**src/euclidean_nearest_template_top_macros.svh**
```systemverilog
// ---------------------------------------------------------------------------
// Assertion macros for the nearest-template search block
// Shared property wrappers; every property is clocked on clock and
// disabled while reset is high.
// ---------------------------------------------------------------------------
`ifndef EUCLIDEAN_NEAREST_TEMPLATE_TOP_MACROS_SVH
`define EUCLIDEAN_NEAREST_TEMPLATE_TOP_MACROS_SVH

// Same-cycle implication
`define ENT_ASSERT_NOW(lbl, ante, cons, msg) \
   lbl: assert property (@(posedge clock) disable iff (reset) (ante) |-> (cons)) \
      else $error(msg);

// Next-cycle implication
`define ENT_ASSERT_NEXT(lbl, ante, cons, msg) \
   lbl: assert property (@(posedge clock) disable iff (reset) (ante) |=> (cons)) \
      else $error(msg);

`endif

```
**src/ent_pkg.sv**
```systemverilog
// ---------------------------------------------------------------------------
// ent_pkg
// Widths, limits and controller/datapath interface types for the
// nearest-template search block.
// ---------------------------------------------------------------------------
package ent_pkg;

   localparam int FEATURE_WIDTH = 16;
   localparam int MAX_TEMPLATES = 128;

   localparam int IDX_W  = 7;
   localparam int DIST_W = 24;
   localparam int ACC_W  = 48;
   localparam int DIFF_W = FEATURE_WIDTH + 1;
   localparam int SQ_W   = 2 * FEATURE_WIDTH;

   // one result bit per iteration of the root unit
   localparam int ROOT_STEPS = ACC_W / 2;
   localparam int ITER_W     = $clog2(ROOT_STEPS);

   localparam logic [ACC_W-1:0] ACC_MAX   = {ACC_W{1'b1}};
   localparam logic [ACC_W-1:0] ROOT_BIT0 = {2'b01, {(ACC_W-2){1'b0}}};
   localparam logic [IDX_W-1:0] CNT_MAX   = IDX_W'(MAX_TEMPLATES - 1);
   localparam logic [ITER_W-1:0] ITER_LAST = ITER_W'(ROOT_STEPS - 1);

   // commands from controller to datapath
   typedef struct packed {
      logic accept;     // input transfer this cycle
      logic root_load;  // fold last square, start the root
      logic root_step;  // one root iteration
      logic finish;     // update best, load result register
   } ent_cmd_type;

   // status from datapath to controller
   typedef struct packed {
      logic out_free;   // result register can take a new result
   } ent_status_type;

endpackage

```
**src/ent_ctrl.sv**
```systemverilog
// ---------------------------------------------------------------------------
// ent_ctrl
// Sequencer: streams elements, then folds the last square, runs the
// square-root iterations and hands the result to the output register.
// ---------------------------------------------------------------------------
`include "euclidean_nearest_template_top_macros.svh"

module ent_ctrl import ent_pkg::*; (
   input  logic           clock,
   input  logic           reset,
   input  logic           req_valid,
   input  logic           req_last_element,
   output logic           req_stall,
   input  ent_status_type status,
   output ent_cmd_type    cmd
);

   typedef enum logic [1:0] {
      ST_ACCEPT,
      ST_FOLD,
      ST_ROOT,
      ST_FINISH
   } state_type;

   state_type         state_ff, state_in;
   logic [ITER_W-1:0] iter_ff, iter_in;
   logic              req_stall_ff, req_stall_in;

   // next state
   always_comb begin
      state_in = state_ff;
      iter_in  = iter_ff;
      case (state_ff)
         ST_ACCEPT: begin
            if (req_valid && req_last_element) begin
               state_in = ST_FOLD;
            end
         end
         ST_FOLD: begin
            state_in = ST_ROOT;
            iter_in  = '0;
         end
         ST_ROOT: begin
            iter_in = iter_ff + ITER_W'(1);
            if (iter_ff == ITER_LAST) begin
               state_in = ST_FINISH;
            end
         end
         ST_FINISH: begin
            if (status.out_free) begin
               state_in = ST_ACCEPT;
            end
         end
         default: begin
            state_in = ST_ACCEPT;
         end
      endcase
      req_stall_in = (state_in != ST_ACCEPT);
   end

   always_ff @(posedge clock) begin
      if (reset) begin
         state_ff     <= ST_ACCEPT;
         iter_ff      <= '0;
         req_stall_ff <= 1'b0;
      end else begin
         state_ff     <= state_in;
         iter_ff      <= iter_in;
         req_stall_ff <= req_stall_in;
      end
   end

   // commands
   assign req_stall      = req_stall_ff;
   assign cmd.accept     = (state_ff == ST_ACCEPT) && req_valid;
   assign cmd.root_load  = (state_ff == ST_FOLD);
   assign cmd.root_step  = (state_ff == ST_ROOT);
   assign cmd.finish     = (state_ff == ST_FINISH) && status.out_free;

   `ENT_ASSERT_NOW(a_stall_matches_state, state_ff != ST_ACCEPT, req_stall_ff,
      "input not stalled outside accept state")
   `ENT_ASSERT_NEXT(a_last_starts_fold, cmd.accept && req_last_element,
      state_ff == ST_FOLD, "last element did not start the fold")
   `ENT_ASSERT_NEXT(a_fold_to_root, state_ff == ST_FOLD,
      state_ff == ST_ROOT && iter_ff == '0, "fold not followed by root start")

endmodule

```
**src/ent_dpath.sv**
```systemverilog
// ---------------------------------------------------------------------------
// ent_dpath
// Square/accumulate pipeline, iterative floor square root, best-template
// tracking and the result register.
// ---------------------------------------------------------------------------
`include "euclidean_nearest_template_top_macros.svh"

module ent_dpath import ent_pkg::*; (
   input  logic                     clock,
   input  logic                     reset,
   input  ent_cmd_type              cmd,
   output ent_status_type           status,
   input  logic signed [FEATURE_WIDTH-1:0] req_query_value,
   input  logic signed [FEATURE_WIDTH-1:0] req_template_value,
   input  logic                     req_last_template,
   output logic                     rsp_valid,
   input  logic                     rsp_stall,
   output logic [DIST_W-1:0]        rsp_template_distance,
   output logic [IDX_W-1:0]         rsp_best_index,
   output logic [DIST_W-1:0]        rsp_best_distance,
   output logic                     rsp_query_done
);

   logic signed [DIFF_W-1:0] diff;
   logic [FEATURE_WIDTH-1:0] mag;
   logic [SQ_W-1:0]          sq_ff;
   logic                     sq_valid_ff;
   logic                     last_tp_ff;
   logic [ACC_W:0]           sum_wide;
   logic [ACC_W-1:0]         sum_sat;
   logic [ACC_W-1:0]         acc_ff, acc_in;
   logic [ACC_W-1:0]         rem_ff, rem_in;
   logic [ACC_W-1:0]         root_ff, root_in;
   logic [ACC_W-1:0]         bit_ff, bit_in;
   logic [ACC_W:0]           trial;
   logic [DIST_W-1:0]        tpl_dist;
   logic                     take;
   logic [DIST_W-1:0]        min_ff;
   logic [IDX_W-1:0]         min_idx_ff;
   logic [IDX_W-1:0]         count_ff;
   logic                     rsp_valid_ff;
   logic [DIST_W-1:0]        out_dist_ff, out_best_ff;
   logic [IDX_W-1:0]         out_idx_ff;
   logic                     out_done_ff;

   // stage 1: absolute difference and square
   assign diff = DIFF_W'(req_query_value) - DIFF_W'(req_template_value);
   assign mag  = diff[DIFF_W-1] ? FEATURE_WIDTH'(-diff) : FEATURE_WIDTH'(diff);

   always_ff @(posedge clock) begin
      if (reset) begin
         sq_valid_ff <= 1'b0;
      end else begin
         sq_valid_ff <= cmd.accept;
      end
      if (cmd.accept) begin
         sq_ff      <= mag * mag;
         last_tp_ff <= req_last_template;
      end
   end

   // stage 2: saturating accumulate, cleared when handed to the root unit
   assign sum_wide = {1'b0, acc_ff} + (ACC_W+1)'(sq_ff);
   assign sum_sat  = sum_wide[ACC_W] ? ACC_MAX : sum_wide[ACC_W-1:0];

   always_comb begin
      acc_in = acc_ff;
      if (cmd.root_load) begin
         acc_in = '0;
      end else if (sq_valid_ff) begin
         acc_in = sum_sat;
      end
   end

   // floor square root, one result bit per step
   assign trial = {1'b0, root_ff} + {1'b0, bit_ff};

   always_comb begin
      rem_in  = rem_ff;
      root_in = root_ff;
      bit_in  = bit_ff;
      if (cmd.root_load) begin
         rem_in  = sum_sat;
         root_in = '0;
         bit_in  = ROOT_BIT0;
      end else if (cmd.root_step) begin
         if ({1'b0, rem_ff} >= trial) begin
            rem_in  = rem_ff - trial[ACC_W-1:0];
            root_in = (root_ff >> 1) + bit_ff;
         end else begin
            root_in = root_ff >> 1;
         end
         bit_in = bit_ff >> 2;
      end
   end

   always_ff @(posedge clock) begin
      if (reset) begin
         acc_ff <= '0;
      end else begin
         acc_ff <= acc_in;
      end
      rem_ff  <= rem_in;
      root_ff <= root_in;
      bit_ff  <= bit_in;
   end

   // best-template tracking; a tie goes to the later template
   assign tpl_dist = root_ff[DIST_W-1:0];
   assign take     = (count_ff == '0) || (min_ff >= tpl_dist);

   always_ff @(posedge clock) begin
      if (reset) begin
         min_ff     <= '0;
         min_idx_ff <= '0;
         count_ff   <= '0;
      end else if (cmd.finish) begin
         if (take) begin
            min_ff     <= tpl_dist;
            min_idx_ff <= count_ff;
         end
         if (last_tp_ff) begin
            count_ff <= '0;
         end else if (count_ff < CNT_MAX) begin
            count_ff <= count_ff + IDX_W'(1);
         end
      end
   end

   // result register
   always_ff @(posedge clock) begin
      if (reset) begin
         rsp_valid_ff <= 1'b0;
      end else if (cmd.finish) begin
         rsp_valid_ff <= 1'b1;
      end else if (!rsp_stall) begin
         rsp_valid_ff <= 1'b0;
      end
      if (cmd.finish) begin
         out_dist_ff <= tpl_dist;
         out_idx_ff  <= take ? count_ff : min_idx_ff;
         out_best_ff <= take ? tpl_dist : min_ff;
         out_done_ff <= last_tp_ff;
      end
   end

   assign status.out_free       = !rsp_valid_ff || !rsp_stall;
   assign rsp_valid             = rsp_valid_ff;
   assign rsp_template_distance = out_dist_ff;
   assign rsp_best_index        = out_idx_ff;
   assign rsp_best_distance     = out_best_ff;
   assign rsp_query_done        = out_done_ff;

   `ENT_ASSERT_NEXT(a_fold_clears_acc, cmd.root_load, acc_ff == '0,
      "accumulator not cleared after fold")
   `ENT_ASSERT_NEXT(a_finish_shows_result, cmd.finish, rsp_valid_ff,
      "finished template produced no result")
   `ENT_ASSERT_NEXT(a_best_not_worse, cmd.finish, out_best_ff <= out_dist_ff,
      "best distance exceeds template distance")

endmodule

```
**src/euclidean_nearest_template_top.sv**
```systemverilog
// After the last element of a template is transferred come the fold, the square-root
// iterations and the result load; the load waits while an earlier result still waits in
// the stalled result register. Throughput: one element per cycle inside a template; each
// template end stalls input through the fold, 24 root iterations and the result load.
// Reset (synchronous, active high) clears the accumulator, template count, best
// distance/index and the result valid; no clearing pass is needed.
// ---------------------------------------------------------------------------
// euclidean_nearest_template_top
// Nearest-template search by Euclidean distance over streamed elements.
// ---------------------------------------------------------------------------
module euclidean_nearest_template_top import ent_pkg::*; (
   input  logic                     clock,
   input  logic                     reset,
   input  logic                     req_valid,
   output logic                     req_stall,
   input  logic signed [FEATURE_WIDTH-1:0] req_query_value,
   input  logic signed [FEATURE_WIDTH-1:0] req_template_value,
   input  logic                     req_last_element,
   input  logic                     req_last_template,
   output logic                     rsp_valid,
   input  logic                     rsp_stall,
   output logic [DIST_W-1:0]        rsp_template_distance,
   output logic [IDX_W-1:0]         rsp_best_index,
   output logic [DIST_W-1:0]        rsp_best_distance,
   output logic                     rsp_query_done
);

   ent_cmd_type    cmd;
   ent_status_type status;

   // sequencer
   ent_ctrl u_ctrl (
      .clock            (clock),
      .reset            (reset),
      .req_valid        (req_valid),
      .req_last_element (req_last_element),
      .req_stall        (req_stall),
      .status           (status),
      .cmd              (cmd)
   );

   // arithmetic and result register
   ent_dpath u_dpath (
      .clock                 (clock),
      .reset                 (reset),
      .cmd                   (cmd),
      .status                (status),
      .req_query_value       (req_query_value),
      .req_template_value    (req_template_value),
      .req_last_template     (req_last_template),
      .rsp_valid             (rsp_valid),
      .rsp_stall             (rsp_stall),
      .rsp_template_distance (rsp_template_distance),
      .rsp_best_index        (rsp_best_index),
      .rsp_best_distance     (rsp_best_distance),
      .rsp_query_done        (rsp_query_done)
   );

endmodule

```
**config.mk**
```make
export PLATFORM = sky130hd
export DESIGN_NAME = euclidean_nearest_template_top
export DESIGN_NICKNAME = d
export VERILOG_FILES = /design/src/ent_pkg.sv /design/src/ent_ctrl.sv /design/src/ent_dpath.sv /design/src/euclidean_nearest_template_top.sv
export VERILOG_INCLUDE_DIRS = /design/src /design/src/src
export SDC_FILE = /design/constraint.sdc
export NUM_CORES = 1
export LEC_CHECK = 0
export BUFFER_PORTS_ARGS = -buffer_cell sky130_fd_sc_hd__buf_2
export CORE_MARGIN = 1.5
export CORE_UTILIZATION = 28
export DETAILED_ROUTE_END_ITERATION = 16
export GPL_TIMING_DRIVEN = 0
export PLACE_DENSITY_LB_ADDON = 0.08
export SYNTH_ARGS = -nofsm -noshare
export SYNTH_HDL_FRONTEND = slang
export SYNTH_HIERARCHICAL = 1
export SYNTH_SLANG_ARGS = --single-unit
export TNS_END_PERCENT = 100
```
**constraint.sdc**
```tcl
create_clock -name clock -period 11.1 [get_ports clock]
set_input_delay 1.665 -clock clock [delete_from_list [all_inputs] [get_ports clock]]
set_output_delay 1.665 -clock clock [all_outputs]
set_load 0.005 [all_outputs]
```
Yosys cells after proc, flatten, opt, wreduce, memory -nomap -nowiden
Index checks and enable logic that the tools add are counted.
{"block": "op_classes", "add_sub_neg": 8, "multipliers": 1, "n_div": 0, "n_lt_le_gt_ge": 3, "eq_ne": 5, "n_shift": 0, "mux": 17, "bitwise_logic": 0, "n_reduce_logical": 16}
{"cell": "48-bit two-way mux", "n": 5}
{"cell": "48-bit by 32-bit adder with 49-bit output", "n": 1}
{"cell": "48-bit by 47-bit adder with 49-bit output", "n": 1}
{"cell": "48-bit by 49-bit greater-or-equal comparator with 1-bit output", "n": 1}
{"cell": "47-bit by 47-bit adder with 48-bit output", "n": 1}
{"cell": "48-bit subtractor", "n": 1}
{"cell": "16-bit by 16-bit multiplier with 32-bit output", "n": 1}
{"cell": "24-bit greater-or-equal comparator", "n": 1}
{"cell": "24-bit two-way mux", "n": 1}
{"cell": "7-bit two-way mux", "n": 3}
{"cell": "16-bit by 16-bit subtractor with 17-bit output", "n": 1}
{"cell": "16-bit two-way mux", "n": 1}
{"cell": "16-bit negation", "n": 1}
{"cell": "5-bit case mux with 2 select lines", "n": 1}
{"cell": "2-bit case mux with 4 select lines", "n": 1}
{"cell": "2-bit nonzero test", "n": 4}
{"cell": "7-bit by 1-bit adder with 7-bit output (second input constant)", "n": 1}
{"cell": "7-bit logical NOT", "n": 1}
{"cell": "7-bit < comparator (second input constant)", "n": 1}
{"cell": "2-bit two-way mux", "n": 3}
{"cell": "5-bit by 1-bit adder with 5-bit output (second input constant)", "n": 1}
{"cell": "5-bit == test (second input constant)", "n": 1}
{"cell": "2-bit == test (second input constant)", "n": 2}
{"cell": "2-bit AND reduction", "n": 2}
{"cell": "8 further kinds", "n": 13}
{"block": "word_totals", "reg_bits": 305, "latchBits": 0, "ramBits": 0, "rom_bits": 0, "in_bits": 38, "output_inout_bits": 58, "word_cells": 68, "mem_count": 0}

Logic depth before layout (Yosys ltp)
{"block": "depth", "depth_word": 5, "ltp_mapped": 39}

Hierarchy
Netlist, hierarchy kept.
{"module": "ent_dpath", "n_inst": 1, "cells_each": 3046, "area_each_um2": 27553.9}
{"module": "ent_ctrl", "n_inst": 1, "cells_each": 45, "area_each_um2": 441.7}

Least setup slack after synthesis
Ideal clock, no wire load.
{"block": "synth_path", "kind": "input-to-reg", "start": "in req_query_value[0]", "end": "reg u_dpath.sq_ff[31] (data pin)", "setup_time_ns": 0.260, "arrival_time_ns": 9.767, "path_slack_ns": 1.074, "stages": 38, "path_buffers": 2, "cell_sequence": "inv_1 ha_1 fa_1 nand2b_1 a21oi_1 a41oi_2 a21oi_1 a21bo_2 nand2_1 a31o_2 buf_2 o21ai_1 xor2_1 inv_2 buf_6 nand2_1 inv_2 fa_1 (+2 left out) inv_1 fa_1 fa_1 fa_1 inv_1 fa_1 inv_1 ha_1 and3_1 nand4_1 nor2b_1 o21a_1 a21oi_1 a41oi_1 a311o_1 o21ai_0 xnor2_1 xnor2_1"}
{"block": "synth_via", "elab_chain_cells": 4}
{"item": "start, declared", "line": "euclidean_nearest_template_top.sv:16", "text": "input logic signed [FEATURE_WIDTH-1:0] req_query_value,"}
{"item": "16-bit by 16-bit subtractor with 17-bit output *", "line": "ent_dpath.sv:47", "text": "assign diff = DIFF_W'(req_query_value) - DIFF_W'(req_template_value);"}
{"item": "16-bit negation", "line": "ent_dpath.sv:48", "text": "assign mag = diff[DIFF_W-1] ? FEATURE_WIDTH'(-diff) : FEATURE_WIDTH'(diff);"}
{"item": "16-bit two-way mux *", "line": "ent_dpath.sv:48"}
{"item": "16-bit by 16-bit multiplier with 32-bit output *", "line": "ent_dpath.sv:57", "text": "sq_ff <= mag * mag;"}
{"item": "end signal, assigned", "line": "ent_dpath.sv:57"}
{"item": "end, declared", "line": "ent_dpath.sv:26", "text": "logic [SQ_W-1:0] sq_ff;"}
Mark *: on every way between the ends. The rest lies on a longest branch, timed or not.
A chain may end at the register's enable or synchronous reset.

Worst setup path after layout
Same ends and word-level chain as after synthesis.

==> impl_results.md <==
- Total track usage: 17.0%
- Synthesized area: 28000 um2
- Critical Path Most Common Cell: fa_1
- Vias in the first global route: 23600
- 1st-pass router iterations: 6
- CP Capture Type: flop
- Routed WL: 86900 um
- Final-report hold violation count: 0
- Outcome: finished clean
- Clock root cell: clkbuf_16
- Syn Inst Count: 3091
- Hold WS: 0.489 ns
- Hold_sp: u_dpath/acc_ff[3]
- Starting DRT DRC Count: 946
- Tmin final: 10.52 ns
- Slew HR: 17.8%
- Initial Util: 28.4%
- Multi-input logic area: 18900 um2
- Slowest cell on the critical path: fa_1
- Final Util: 31.9%
- Seq cells post-synth: 304
- Least-Margin Pin Slew: 1.22 ns
- Drt wl/cell: 19.1 um
- RSZ-0062 raised after global routing: false
- CTS clk-pin slew, worst paths: 0.06 ns
- Delay-heaviest family, CP: adder cells
- Worst R2R Start: u_dpath/root_ff[0]
- Worst Path Buf+Inv: 8
- Die Ht: 319 um
- Port Buffers: 95
- Max Transition Viols Final: 0
- Setup slack, reg-to-reg: 2.82 ns
- Worst skew pair latency: 0.57 ns
- Share of cells above drive strength 1: 9.89%
- Remaining routing DRC violations: 0
- GR Overflow Total: 0
- Via count: 22300
- Tcrit/Tclk final: 94.7%
- Drt via density: 4.91
- Min-Delay Path Depth: 2
- CP Depth: 37
- Main synth FF type: dfxtp_1
- Max incr delay on CP: 0.57 ns
- Pre-CTS setup slack: -0.748 ns
- Initial antenna violation count: 0
- Global placer's final weighted congestion: 0.862
- Hold/Removal Path Class: reg2reg
- Syn nets: 3570
- Critical path arrival: 10.79 ns
- Syn Area/Cell: 9.06 um2
- Core Rows: 115
- Synth Warn #: 6
- Final setup vio count: 0
- Flip-flop and latch area: 7450 um2
- Worst Reg2Reg Path Length in Cells: 25
- Final #Nets: 3707
- Clock Skew: 0.0267 ns
- Sequential fraction of the synthesis area: 26.6%
- Area Growth Syn to Fin: 12.5%
- Full die area: 102000 um2
- CTS Hold Buffers Added: 0
- Most frequent cells in the layout: nor2_1 (332), inv_1 (302), ha_1 (275)
- EDFF count, synth: 136
- Post-DP HPWL: 70000 um
- I/O Pins: 96
- Filler instances: 10400
- Critical path type: in2reg
- Worst reg2reg path endpoint: u_dpath/rem_ff[43]
- Setup slack after layout: 0.584 ns
- Max Freq: 95.1 MHz
- CTS tree: done
- CTS Sinks: 304
- Commonest non-fill, non-tap cell in the layout: nor2_1
- Async S/R FF share, synth: 0%
- Clock buffer depth: 3
- Req. time, crit path: 11.38 ns
- Hold endpoint: u_dpath/acc_ff[3]
- # Max-Cap Violations: 0
- Critical path fanouts, max: 10
- Core Region: 98700 um2
- Largest net degree at the start of global routing: 41
- Startpoint types: input port
- CTS H-tree depth: 2
- Synth cell types: 104
- Post CTS Setup Buffer Count: 0
- # diodes: 0
- Die X: 319 um
- CTS Buf Count: 37
- Final ANT Viol Nets: 0
- Global-route wire length before repair: 136000 um
==> Yosys cell counts, types with 6 or more instances <==
library cell / instances / share of area, %
nor2_1: 332 / 4.5
inv_1: 302 / 4.0
ha_1: 275 / 12
nand2_1: 198 / 2.7
a21oi_1: 172 / 3.1
dfxtp_1: 168 / 12
fa_1: 166 / 12
edfxtp_1: 136 / 15
xnor2_1: 129 / 4.0
clkbuf_1: 97 / 1.3
o21ai_0: 97 / 1.7
a21o_1: 91 / 2.4
xor2_1: 87 / 2.7
a31oi_1: 70 / 1.6
mux2i_1: 67 / 2.4
a211oi_1: 65 / 1.7
nor3_1: 53 / 0.95
nand3_1: 42 / 0.75
nand2b_1: 38 / 0.85
o21a_1: 36 / 0.97
mux2_2: 35 / 1.4
nand4_1: 32 / 0.72
nor2b_1: 31 / 0.69
o21bai_1: 29 / 0.78
and3_1: 24 / 0.54
o21ai_1: 22 / 0.39
and2_1: 18 / 0.40
inv_2: 18 / 0.24
buf_2: 16 / 0.29
a311oi_1: 14 / 0.44
o211ai_1: 14 / 0.38
a31o_2: 13 / 0.41
o22a_1: 11 / 0.34
or2_2: 11 / 0.25
or3_1: 11 / 0.25
nor3b_1: 8 / 0.21
o31a_1: 8 / 0.25
a311o_1: 6 / 0.21
and4_1: 6 / 0.19
buf_6: 6 / 0.24
o31ai_1: 6 / 0.16
==> flip-flops by register name, summed over array words and instances (netlist names) <==
name / count
u_dpath/bit_ff: 24
u_dpath/rsp_best_index: 7
u_dpath/rsp_valid: 1
u_dpath/rsp_template_distance: 24
u_dpath/root_ff: 48
u_dpath/sq_ff: 31
u_ctrl/state_ff: 2
u_dpath/last_tp_ff: 1
u_dpath/rsp_query_done: 1
u_dpath/rsp_best_distance: 24
u_ctrl/iter_ff: 5
u_dpath/min_ff: 24
u_dpath/acc_ff: 48
u_dpath/min_idx_ff: 7
u_dpath/rem_ff: 48
u_dpath/sq_valid_ff: 1
u_dpath/count_ff: 7
u_ctrl/req_stall: 1
==> logic make-up after synthesis <==
group                      share of synthesized area [%]
DFF                                                 26.6
and+or+nand+nor                                     14.0
buffers and inverters                               6.32
adders and majority gates                           24.2
muxes                                               3.80
AOI/OAI and AO/OA                                   18.2
xor gates and xnor gates                            6.93
==> stage by stage <==
step	setup TNS [ns]	instance area, um2	std cells
2_1_floorplan	0	28000	3091
3_3_place_gp	-2.53	30100	4473
3_5_place_dp	-3.54	30100	4476
4_1_cts	0	31400	4544
5_1_grt	0	31500	4544
6_report	0	31500	4544
==> worst reg2reg max path, cell delays in order, from the launching register on <==
cell and delay [ns]:
dfxtp_1 0.40, ha_1 0.26, ha_1 0.21, a21oi_1 0.22
o21bai_1 0.12, a31oi_1 0.34, o22ai_2 0.16, a21o_4 0.25
a311oi_1 0.60, a211oi_1 0.30, o21ai_0 0.34, a21oi_1 0.12
o21ai_0 0.20, xor2_1 0.11, ha_1 0.62, nand4_1 0.35
nor3_1 0.27, nand3_1 0.11, o41ai_1 0.48, a21oi_1 0.20
a22oi_2 0.28, o41ai_4 0.17, nor2_4 0.30, clkbuf_1 0.64
a21o_2 0.59, buf_12 0.29
==> layout make-up <==
type,instances,area share (%)
Clock inverter,23,0.949
Tap cell,1287,5.11
Clock buffer,45,3.10
Multi-Input combinational cell,2341,59.9
Sequential cell,304,23.6
Inverter,320,3.81
Timing Repair Buffer,98,1.70
Buffer,126,1.82
==> worst max-delay path by stage <==
stage,from,end
2_1_floorplan,req_query_value[0],u_dpath/sq_ff[31]
5_1_grt,req_query_value[0],u_dpath/sq_ff[31]
3_5_place_dp,req_query_value[0],u_dpath/sq_ff[31]
6_report,req_query_value[0],u_dpath/sq_ff[31]
3_3_place_gp,req_query_value[0],u_dpath/sq_ff[31]
4_1_cts,req_query_value[0],u_dpath/sq_ff[31]
==> what timing repair did <==
action                     in CTS  in global routing
setup endpoints to repair       2                  5
hold endpoints to repair        0                  0
gates resized for setup         1                 13
==> per-layer routing <==
layer / track usage [%] / part of all wire, %
met4: 4.17 / 2.3
met5: 0 / 0
met1: 20.6 / 44
met3: 1.47 / 2.5
met2: 31.9 / 51
Power is left out: the tool's default activity adds up to more than one toggle a clock period on the data nets, which glitch-free logic cannot reach.
